==> src/rtl/matrix3x3_inverse_determinant_core_macros.svh <==
// assertion helpers, clocked on clk, disabled during reset
`ifndef MATRIX3X3_INVERSE_DETERMINANT_CORE_MACROS_SVH
`define MATRIX3X3_INVERSE_DETERMINANT_CORE_MACROS_SVH

`define MI3_PROP(p) @(posedge clk) disable iff (!rst_n) (p)

`define MI3_ASSERT(lbl, p, msg) \
  lbl: assert property (`MI3_PROP(p)) else $error(msg);

`endif

==> src/rtl/mi3_pkg.sv <==
package mi3_pkg;

  localparam int FRAC_BITS = 16;
  localparam int WORD_BITS = 32;
  localparam int W         = WORD_BITS;

  localparam int CW  = 2 * W + 1;
  localparam int PW  = 2 * W + 1;
  localparam int TW  = 3 * W + 1;
  localparam int DW  = 3 * W + 2;
  localparam int NW  = CW + 2 * FRAC_BITS;
  localparam int XW  = ((NW > DW + W) ? NW : DW + W) + 1;
  localparam int DQW = DW - 2 * FRAC_BITS;

  localparam int LF   = 7;
  localparam int DIVL = W + 1;
  localparam int TOTL = LF + DIVL + 1;

  localparam int IN_TDATA_W  = ((9 * W + 7) / 8) * 8;
  localparam int OUT_TDATA_W = ((10 * W + 7) / 8) * 8;

  typedef logic signed [W-1:0] word_t;
  typedef logic [CW-1:0]       cmag_t;
  typedef logic [DW-1:0]       dmag_t;

  typedef struct packed {
    logic [8:0]     neg;
    logic           det_neg;
    logic           zero;
    logic [DQW-1:0] dq;
  } side_t;

endpackage

==> src/rtl/mi3_merge.sv <==
module mi3_merge import mi3_pkg::*; (
  input  logic         clk,
  input  logic         en,
  input  logic [W-1:0] quo_i [9],
  input  logic [8:0]   ovf_i,
  input  side_t        side_i,
  output word_t        inv_o [9],
  output word_t        det_o,
  output logic         singular_o,
  output logic         saturated_o
);

  localparam logic [W-1:0] MIN_W = {1'b1, {(W-1){1'b0}}};
  localparam logic [W-1:0] MAX_W = {1'b0, {(W-1){1'b1}}};

  logic [W-1:0] val [9];
  logic [8:0]   lsat;
  logic [W-1:0] dval;
  logic         dsat;
  logic         dbig;
  logic         dexact;

  always_comb begin
    for (int k = 0; k < 9; k++) begin
      if ((ovf_i[k] || quo_i[k][W-1]) &&
          !(side_i.neg[k] && !ovf_i[k] && quo_i[k] == MIN_W)) begin
        lsat[k] = 1'b1;
        val[k]  = side_i.neg[k] ? MIN_W : MAX_W;
      end else begin
        lsat[k] = 1'b0;
        val[k]  = side_i.neg[k] ? (~quo_i[k] + 1'b1) : quo_i[k];
      end
    end
    dbig   = |side_i.dq[DQW-1:W-1];
    dexact = (side_i.dq[DQW-1:W-1] == (DQW-W+1)'(1)) && (side_i.dq[W-2:0] == '0);
    if (dbig && !(side_i.det_neg && dexact)) begin
      dsat = 1'b1;
      dval = side_i.det_neg ? MIN_W : MAX_W;
    end else begin
      dsat = 1'b0;
      dval = side_i.det_neg ? (~side_i.dq[W-1:0] + 1'b1) : side_i.dq[W-1:0];
    end
  end

  always_ff @(posedge clk) begin
    if (en) begin
      for (int k = 0; k < 9; k++) begin
        inv_o[k] <= side_i.zero ? '0 : val[k];
      end
      det_o       <= side_i.zero ? '0 : dval;
      singular_o  <= side_i.zero;
      saturated_o <= !side_i.zero && ((|lsat) || dsat);
    end
  end

endmodule

==> config.mk <==
export PLATFORM = sky130hd
export DESIGN_NAME = mi3_merge
export DESIGN_NICKNAME = d
export VERILOG_FILES = /design/src/rtl/matrix3x3_inverse_determinant_core_macros.svh /design/src/rtl/mi3_pkg.sv /design/src/rtl/mi3_merge.sv
export SDC_FILE = /design/constraint.sdc
export NUM_CORES = 1
export LEC_CHECK = 0
export ABC_AREA = 1
export BUFFER_PORTS_ARGS = -buffer_cell sky130_fd_sc_hd__buf_2
export CAP_MARGIN = 30
export CORE_AREA = 2 2 271 273
export DETAILED_ROUTE_END_ITERATION = 10
export DIE_AREA = 0 0 273 275
export GPL_ROUTABILITY_DRIVEN = 0
export HOLD_SLACK_MARGIN = 0.15
export PLACE_DENSITY_LB_ADDON = 0.1
export SYNTH_ARGS = -nofsm -noshare
export SYNTH_HDL_FRONTEND = slang
export SYNTH_SLANG_ARGS = --single-unit
export TNS_END_PERCENT = 5
==> constraint.sdc <==
create_clock -name clk -period 1.7 [get_ports clk]
set_input_delay 0.255 -clock clk [delete_from_list [all_inputs] [get_ports clk]]
set_output_delay 0.255 -clock clk [all_outputs]
set_load 0.1 [all_outputs]
# --- Word-level counts from Yosys, hierarchy flattened ---
# Cells that the tools add are included.
# W data, S select, Z words.
word_totals:
  out_inout_bits: 322
  wordCells: 146
  inputBits: 376
  reg_bits: 322
op_classes:
  n_bitwise: 10
  n_eq_ne: 10
  addsub: 10
  mux: 40
  reduce_logical: 64
op_table:
  columns: ["op", "n"]
  rows:
  - ["$mux W32", 30]
  - ["$add A32 B1 Y32 const B", 10]
  - ["$not A32 Y32", 10]
  - ["$eq A32 B32 Y1 const B", 9]
  - ["$eq A35 B1 Y1 const B", 1]
  - ["$reduce_or A35 Y1", 1]
  - ["$logic_and A1 B1 Y1", 31]
  - ["$logic_not A31 Y1", 1]
  - ["$logic_not A1 Y1", 20]
  - ["$logic_or A1 B1 Y1", 10]
  - ["$mux W1", 10]
  - ["$reduce_or A9 Y1", 1]

# --- Longest topological paths before layout ---
# Gate-level depths: netlist of the first run.
depth:
  depth_word: 9
  mapped_depth: 13
  depth_no_buf: 13

# --- Worst setup path after synthesis of the first run ---
# OpenSTA, ideal clock, no wires.
synth_timing:
  kind: "input to register"
  from: "input port quo_i[32] (netlist bit)"
  to: "register inv_o[41] (netlist bit), data pin"
  slack_ps: -56
  n_path_buf: 1
  path_stages: 10
  t_arrival_ps: 1486
  setup_ps: 270
  required_ps: 1430
  cell_sequence: "inv_1 > ha_1 > nand3_1 > nor2_4 > nand3_4 > nor2_2 > nor2_4 > nand2_4 > buf_4 > a21oi_1"
synth_between:
  elab_chain_len: 5
  word_cells_on_any_way: 8
  classes_between: "add/sub (1); eq/ne (1); mux (2); bitwise (1); reduce/logical (3)"
synth_lines:
  columns: ["item", "line_no", "text"]
  rows:
  - ["start: declaration", "mi3_merge.sv:4", "input logic [W-1:0] quo_i [9],"]
  - ["parallel branches: the longest is 4 deep, another holds $add A32 B1 Y32", null, null]
  - ["$mux W32 (*)", "mi3_merge.sv:25", "if ((ovf_i[k] || quo_i[k][W-1]) &&"]
  - ["end signal: indexed assignment", "mi3_merge.sv:48", "inv_o[k] <= side_i.zero ? '0 : val[k];"]
  - ["end: declaration", "mi3_merge.sv:7", "output word_t inv_o [9],"]
# Every way passes the cells marked *.
# A chain may end at the register's enable or synchronous reset.

# --- Worst setup path in the final report of the first run ---
layout_timing:
  from: "register inv_o[191] (netlist bit)"
  to: "output port inv_o[191] (netlist bit)"
# No word-level cell between the ends.

==> flow_metrics.env, run 1 <==
export IMPL_status="completed"
export IMPL_grt_pass1_wl_um=142400
export IMPL_netlist_area_sq_um=22740
export IMPL_dpl_cell_area_sq_um=32740
export IMPL_design_area_sq_um=34790
export IMPL_final_core_utilization_pct=48.10
export IMPL_cts_sinks=322
export IMPL_p_comb_share_pct=36.5
export IMPL_seq_area_frac_synth_pct=42.52
export IMPL_ant_nets=0
export IMPL_hpwl_um=78110
export IMPL_critPathMaxFanout=1
export IMPL_end_kind="output port"
export IMPL_cp_required_ns=1.44
export IMPL_crit_start="inv_o[191]$_SDFFCE_PP0P_"
export IMPL_finalHoldViolCount=0
export IMPL_rsz0062_at_grt="no"
export IMPL_synth_area_per_cell_sq_um=7.437
export IMPL_die_h_um=275
export IMPL_yosysTopAreaCellShare_pct=42.52
export IMPL_maxSlewViolCount=0
export IMPL_period_share_pct=97.79
export IMPL_grt_pass1_vias=24780
export IMPL_drt_wl_total_um=96180
export IMPL_grt_total_usage_pct=24.56
export IMPL_final_min_clock_period_ns=1.662
export IMPL_final_layout_size_suffix_gt1_share_pct=35.58
export IMPL_firstDrtPassIters=7
export IMPL_port_buffers=697
export IMPL_cts_buffer_depth=3
export IMPL_cp_cell_sequence="buf_2"
export IMPL_worst_path_largest_cell_delay_ns=0.44
export IMPL_tritoncts_num_buffers=43
export IMPL_syn_nets=3444
export IMPL_pre_cts_ws_ns=-0.5099
export IMPL_synth_warnings=0
export IMPL_htreeDepth=2
export IMPL_yosys_area_top_type="edfxtp_1"
export IMPL_boundaryPins=698
export IMPL_power_frac_clock_pct=30.0
export IMPL_p_leak_nw=16.02
export IMPL_ys_ff_latch=322
export IMPL_critPathTopFamily="buffers and inverters"
export IMPL_tns_ns=0
export IMPL_cts_tree="done"
export IMPL_drc=0
export IMPL_final_nets=4852
export IMPL_tightestPinTransition_ns=0.6239
export IMPL_clk_pin_slew_ns=0.06
export IMPL_syn_to_final_growth_pct=52.98
export IMPL_synth_area_leaders="edfxtp_1 43%, nand2_1 14%, a21oi_1 7.2%"
export IMPL_internal_power_mw=17.28
export IMPL_crit_path_start_kind="flop"
export IMPL_switchingPower_mw=11.90
export IMPL_slew_headroom_pct=58.69
export IMPL_fmax_mhz=601.6
export IMPL_cap_viol_max_count=0
export IMPL_fp_coreArea_sq_um=72340
export IMPL_dieWidth_um=273
export IMPL_synth_edff_count=322
export IMPL_hold_path_class="primary input to flop"
export IMPL_synthArstFlopShare_pct=0
export IMPL_critPathKind="flop to output port"
export IMPL_cp_slowest_cell="buf_2"
export IMPL_worst_ep_arrival_time_ns=1.41
export IMPL_start_util_pct=31.44
export IMPL_antenna_found_initial=26
export IMPL_vias=25794
export IMPL_p_sw_share_pct=40.78
export IMPL_setup_viol=0
export IMPL_routedWlPerCell_um=17.58
export IMPL_p_total_mw=29.18
export IMPL_sequentialPowerShare_pct=33.5
export IMPL_ys_types=46
export IMPL_finalNonFillerCells=5470
export IMPL_worstHoldStart="side_i[0]"
export IMPL_timing_final_ws_setup_ns=0.03764
export IMPL_syn_inst=3058
export IMPL_crit_buf_inv=1
export IMPL_vdd_drop_max_uv=654.6
export IMPL_die_area_sq_um=75080
export IMPL_via_per_inst=4.716
export IMPL_synth_ff_type="edfxtp_1"
export IMPL_hold_ws_ns=0.1798
export IMPL_cts_root_buffer="clkbuf_16"
export IMPL_grt_overflow=0
export IMPL_grt_max_degree=85
export IMPL_drtIter0Drc=1456
export IMPL_rows=99
export IMPL_dp_cells=5328
export IMPL_pwr_density_cell_nw_per_um2=838.8
==> routing by layer <==
metal,GRT usage (%),share of wire [%]
met1,30.72,42
met2,43.00,49
met3,4.565,5.9
met4,7.248,3.0
met5,0,0.15
==> repair_timing <==
action	4_1_cts	5_1_grt
pin swaps	0	7
hold buffers	50	0
endpoints found under the hold margin	61	0
gates cloned	0	2
setup endpoints to repair	36	40
buffers inserted	0	3
gates resized for setup	36	25
==> worst paths after layout <==
check                                end  cells after the start  slack (ns)
setup / recovery              inv_o[191]                      1        0.04
hold / removal    det_o[0]$_SDFFCE_PP0P_                      4        0.18
==> cells by family (layout without fill, tap and decap cells) <==
family	count (synthesis)	in the layout	share of synthesized area, %
and+or+nand+nor	1676	1676	31.22
AOI/OAI and AO/OA	470	470	11.11
buffers and inverters	394	1833	7.438
DFF	322	322	42.52
xor gates and xnor gates	186	186	7.163
adders and majority gates	10	10	0.5501
other	0	14	0
==> synth_stat cells, types with 9 or more instances <==
cell and n:
nor2_1 414, nand3_1 280, buf_2 32, edfxtp_1 322, nor3_1 23, ha_1 10
buf_4 27, a21oi_2 10, nand3b_1 19, o21ai_0 85, xnor2_1 44, nor2_2 22
xor2_1 142, buf_1 11, a21oi_1 328, clkbuf_1 49, nand2_1 819, inv_1 256
o21ai_2 15, or2_2 9, nand4_1 59
==> state kept, by name, summed over array words and instances, names as in the netlist <==
register	count
det_o	32
inv_o	288
saturated_o	1
singular_o	1
==> placed cells by master, fill, tap and decap left out, types with 45 or more instances in the layout <==
cell type	instances
a21oi_1	328
buf_2	653
buf_4	748
clkbuf_16	45
dlygate4sd3_1	50
edfxtp_1	322
inv_1	252
nand2_1	818
nand3_1	278
nand4_1	59
nor2_1	406
o21ai_0	83
xor2_1	142
==> cell type report <==
| type | count | area [sq um] |
|---|---|---|
| clock inverters | 25 | 187.7 |
| well taps | 959 | 1200 |
| flip-flops and latches | 322 | 9669 |
| fillers | 7537 | 37550 |
| multi-input cells | 2342 | 11450 |
| inverters | 266 | 998.5 |
| diodes | 14 | 35.03 |
| repair buffers | 1491 | 10120 |
| clock buffers | 51 | 1127 |
==> worst min-delay path: stages <==
cell and delay [ns]:
buf_2 0.09, buf_4 0.11, nand2_1 0.05, a21oi_1 0.13
==> power groups by stage <==
stage	clock network, mW	registers [mW]	logic, mW
after CTS	8.97	9.78	10.7
after floorplan	0	14.8	2.15
after global placement	0	9.93	10.5
after global routing	9.25	9.82	11.2
final	8.75	9.77	10.7
after detailed placement	0	9.92	10.5
Note: power is estimated with default switching activity, not from simulation.
==> run 2, diff against run 1 <==
RECOVER_POWER = 25   (was default)
==> run 2 against run 1 <==
Net effect:
- sequential share of layout area up 0.075 points
- die area unchanged
- via count down 0.17%
- first-iteration DRC count up 2.4%
- fmax up 0.32%
- sequential cell count unchanged
- worst hold slack better by 0.0045 ns
- critical path type unchanged
- wire length about the same
==> flow_metrics.env, run 2 (synthesized netlist as in run 1, its figures left out) <==
export IMPL_status="completed"
export IMPL_dp_cells=5328
export IMPL_rows=99
export IMPL_cts_root_buffer="clkbuf_16"
export IMPL_die_h_um=275
export IMPL_hold_ws_ns=0.1843
export IMPL_drtIter0Drc=1491
export IMPL_wl_met1_um=40660
export IMPL_drc=0
export IMPL_path_depth=1
export IMPL_htreeDepth=2
export IMPL_port_buffers=697
export IMPL_regMostFlops="inv_o"
export IMPL_final_layout_size_suffix_gt1_share_pct=35.40
export IMPL_tns_ns=0
export IMPL_grt_max_degree=85
export IMPL_final_core_utilization_pct=47.97
export IMPL_cts_buffer_depth=3
export IMPL_syn_to_final_growth_pct=52.57
export IMPL_vias=25751
export IMPL_wl_met3_um=5563
export IMPL_routed_top_layer="met5"
export IMPL_hold_end="inv_o[184]$_SDFFCE_PP0P_"
export IMPL_largest_reg_flops=288
export IMPL_pwr_density_cell_nw_per_um2=840.2
export IMPL_crit_buf_inv=1
export IMPL_tightestPinTransition_ns=0.7322
export IMPL_start_util_pct=31.44
export IMPL_fmax_mhz=603.4
export IMPL_critPathTopFamily="buffers and inverters"
export IMPL_grt_overflow=0
export IMPL_slew_headroom_pct=51.19
export IMPL_antenna_found_initial=26
export IMPL_hpwl_um=78110
export IMPL_worst_path_largest_cell_delay_ns=0.44
export IMPL_worstHoldStart="quo_i[184]"
export IMPL_firstDrtPassIters=5
export IMPL_clk_pin_slew_ns=0.06
export IMPL_worst_ep_arrival_time_ns=1.40
export IMPL_hold_path_class="primary input to flop"
export IMPL_via_per_inst=4.708
export IMPL_grt_pass1_vias=24780
export IMPL_cp_required_ns=1.44
export IMPL_cap_viol_max_count=0
export IMPL_ant_nets=0
export IMPL_finalHoldViolCount=0
export IMPL_p_leak_nw=15.97
export IMPL_met2_length_um=46920
export IMPL_maxSlewViolCount=0
export IMPL_routedWlPerCell_um=17.57
export IMPL_grt_total_usage_pct=24.56
export IMPL_hold_depth=5
export IMPL_vdd_drop_max_uv=655.6
export IMPL_drt_wl_total_um=96090
export IMPL_largestRegisters="inv_o x288, det_o x32"
export IMPL_layout_common_cells="818 x nand2_1, 734 x buf_4, 653 x buf_2"
export IMPL_critPathMaxFanout=1
export IMPL_period_share_pct=97.48
export IMPL_die_area_sq_um=75080
export IMPL_tritoncts_num_buffers=43
export IMPL_cts_sinks=322
export IMPL_setup_viol=0
export IMPL_grt_pass1_wl_um=142400
export IMPL_crit_path_start_kind="flop"
export IMPL_final_min_clock_period_ns=1.657
export IMPL_critPathKind="flop to output port"
export IMPL_end_kind="output port"
export IMPL_fp_coreArea_sq_um=72340
export IMPL_dieWidth_um=273
export IMPL_rsz0062_at_grt="no"
export IMPL_final_nets=4852
export IMPL_cp_cell_sequence="buf_2"
export IMPL_finalNonFillerCells=5470
export IMPL_cp_slowest_cell="buf_2"
export IMPL_boundaryPins=698
export IMPL_layout_commonest_cell="nand2_1"
export IMPL_cts_tree="done"
==> run 2: changes by cell type in the layout (fill, tap and decap cells not counted) <==
cell | before | now
clkbuf_4 | 3 | 5
clkbuf_2 | 0 | 7
buf_12 | 32 | 28
buf_4 | 748 | 734
clkbuf_1 | 7 | 15
buf_6 | 2 | 3
==> run 2: routing by layer <==
layer	vias up	track usage, %
met4	24	7.248
met3	147	4.565
met1	11861	30.72
li1	13008	-
met2	711	43.00
met5	-	0
==> run 2: where the power goes <==
| group | internal, mW | switching, mW |
|---|---|---|
| Clock | 5.02 | 3.73 |
| Combinational | 2.71 | 7.93 |
| Sequential | 9.54 | 0.233 |
| Total | 17.3 | 11.9 |
==> run 2: final cells by class <==
type / instances / area [sq um]
tap: 959 / 1200
clock inverter: 25 / 187.7
sequential: 322 / 9669
multi-input combinational: 2342 / 11450
antenna: 14 / 35.03
inverter: 266 / 998.5
clock buffer: 51 / 1127
timing repair buffer: 1491 / 10030
fill: 7548 / 37640
==> run 2: repair_timing <==
item | CTS | global route
hold endpoints to repair | 61 | 0
pin swaps | 0 | 7
gates resized for setup | 36 | 25
setup endpoints to repair | 36 | 40
gates cloned | 0 | 2
hold buffers | 50 | 0
buffers inserted | 0 | 3
==> run 2: per-stage QoR <==
step / area, sq um / worst slack [ns] / power (mW)
2_1_floorplan: 22750 / -0.007400 / 16.92
3_3_place_gp: 32740 / -0.4813 / 20.44
3_5_place_dp: 32740 / -0.5099 / 20.43
4_1_cts: 34650 / 0.002098 / 29.42
5_1_grt: 34690 / 0.0007171 / 30.28
6_report: 34700 / 0.04286 / 29.16
==> run 2: worst max-delay path by stage <==
stage / endpoint / slack [ns] / startpoint
after floorplan: inv_o[95]$_SDFFCE_PP0P_ / -0.007 / quo_i[64]
after global placement: saturated_o$_DFFE_PP_ / -0.48 / quo_i[128]
after detailed placement: saturated_o$_DFFE_PP_ / -0.51 / quo_i[128]
after CTS: inv_o[95] / 0.002 / inv_o[95]$_SDFFCE_PP0P_
after global routing: inv_o[218] / 0.0007 / inv_o[218]$_SDFFCE_PP0P_
final: inv_o[191] / 0.04 / inv_o[191]$_SDFFCE_PP0P_
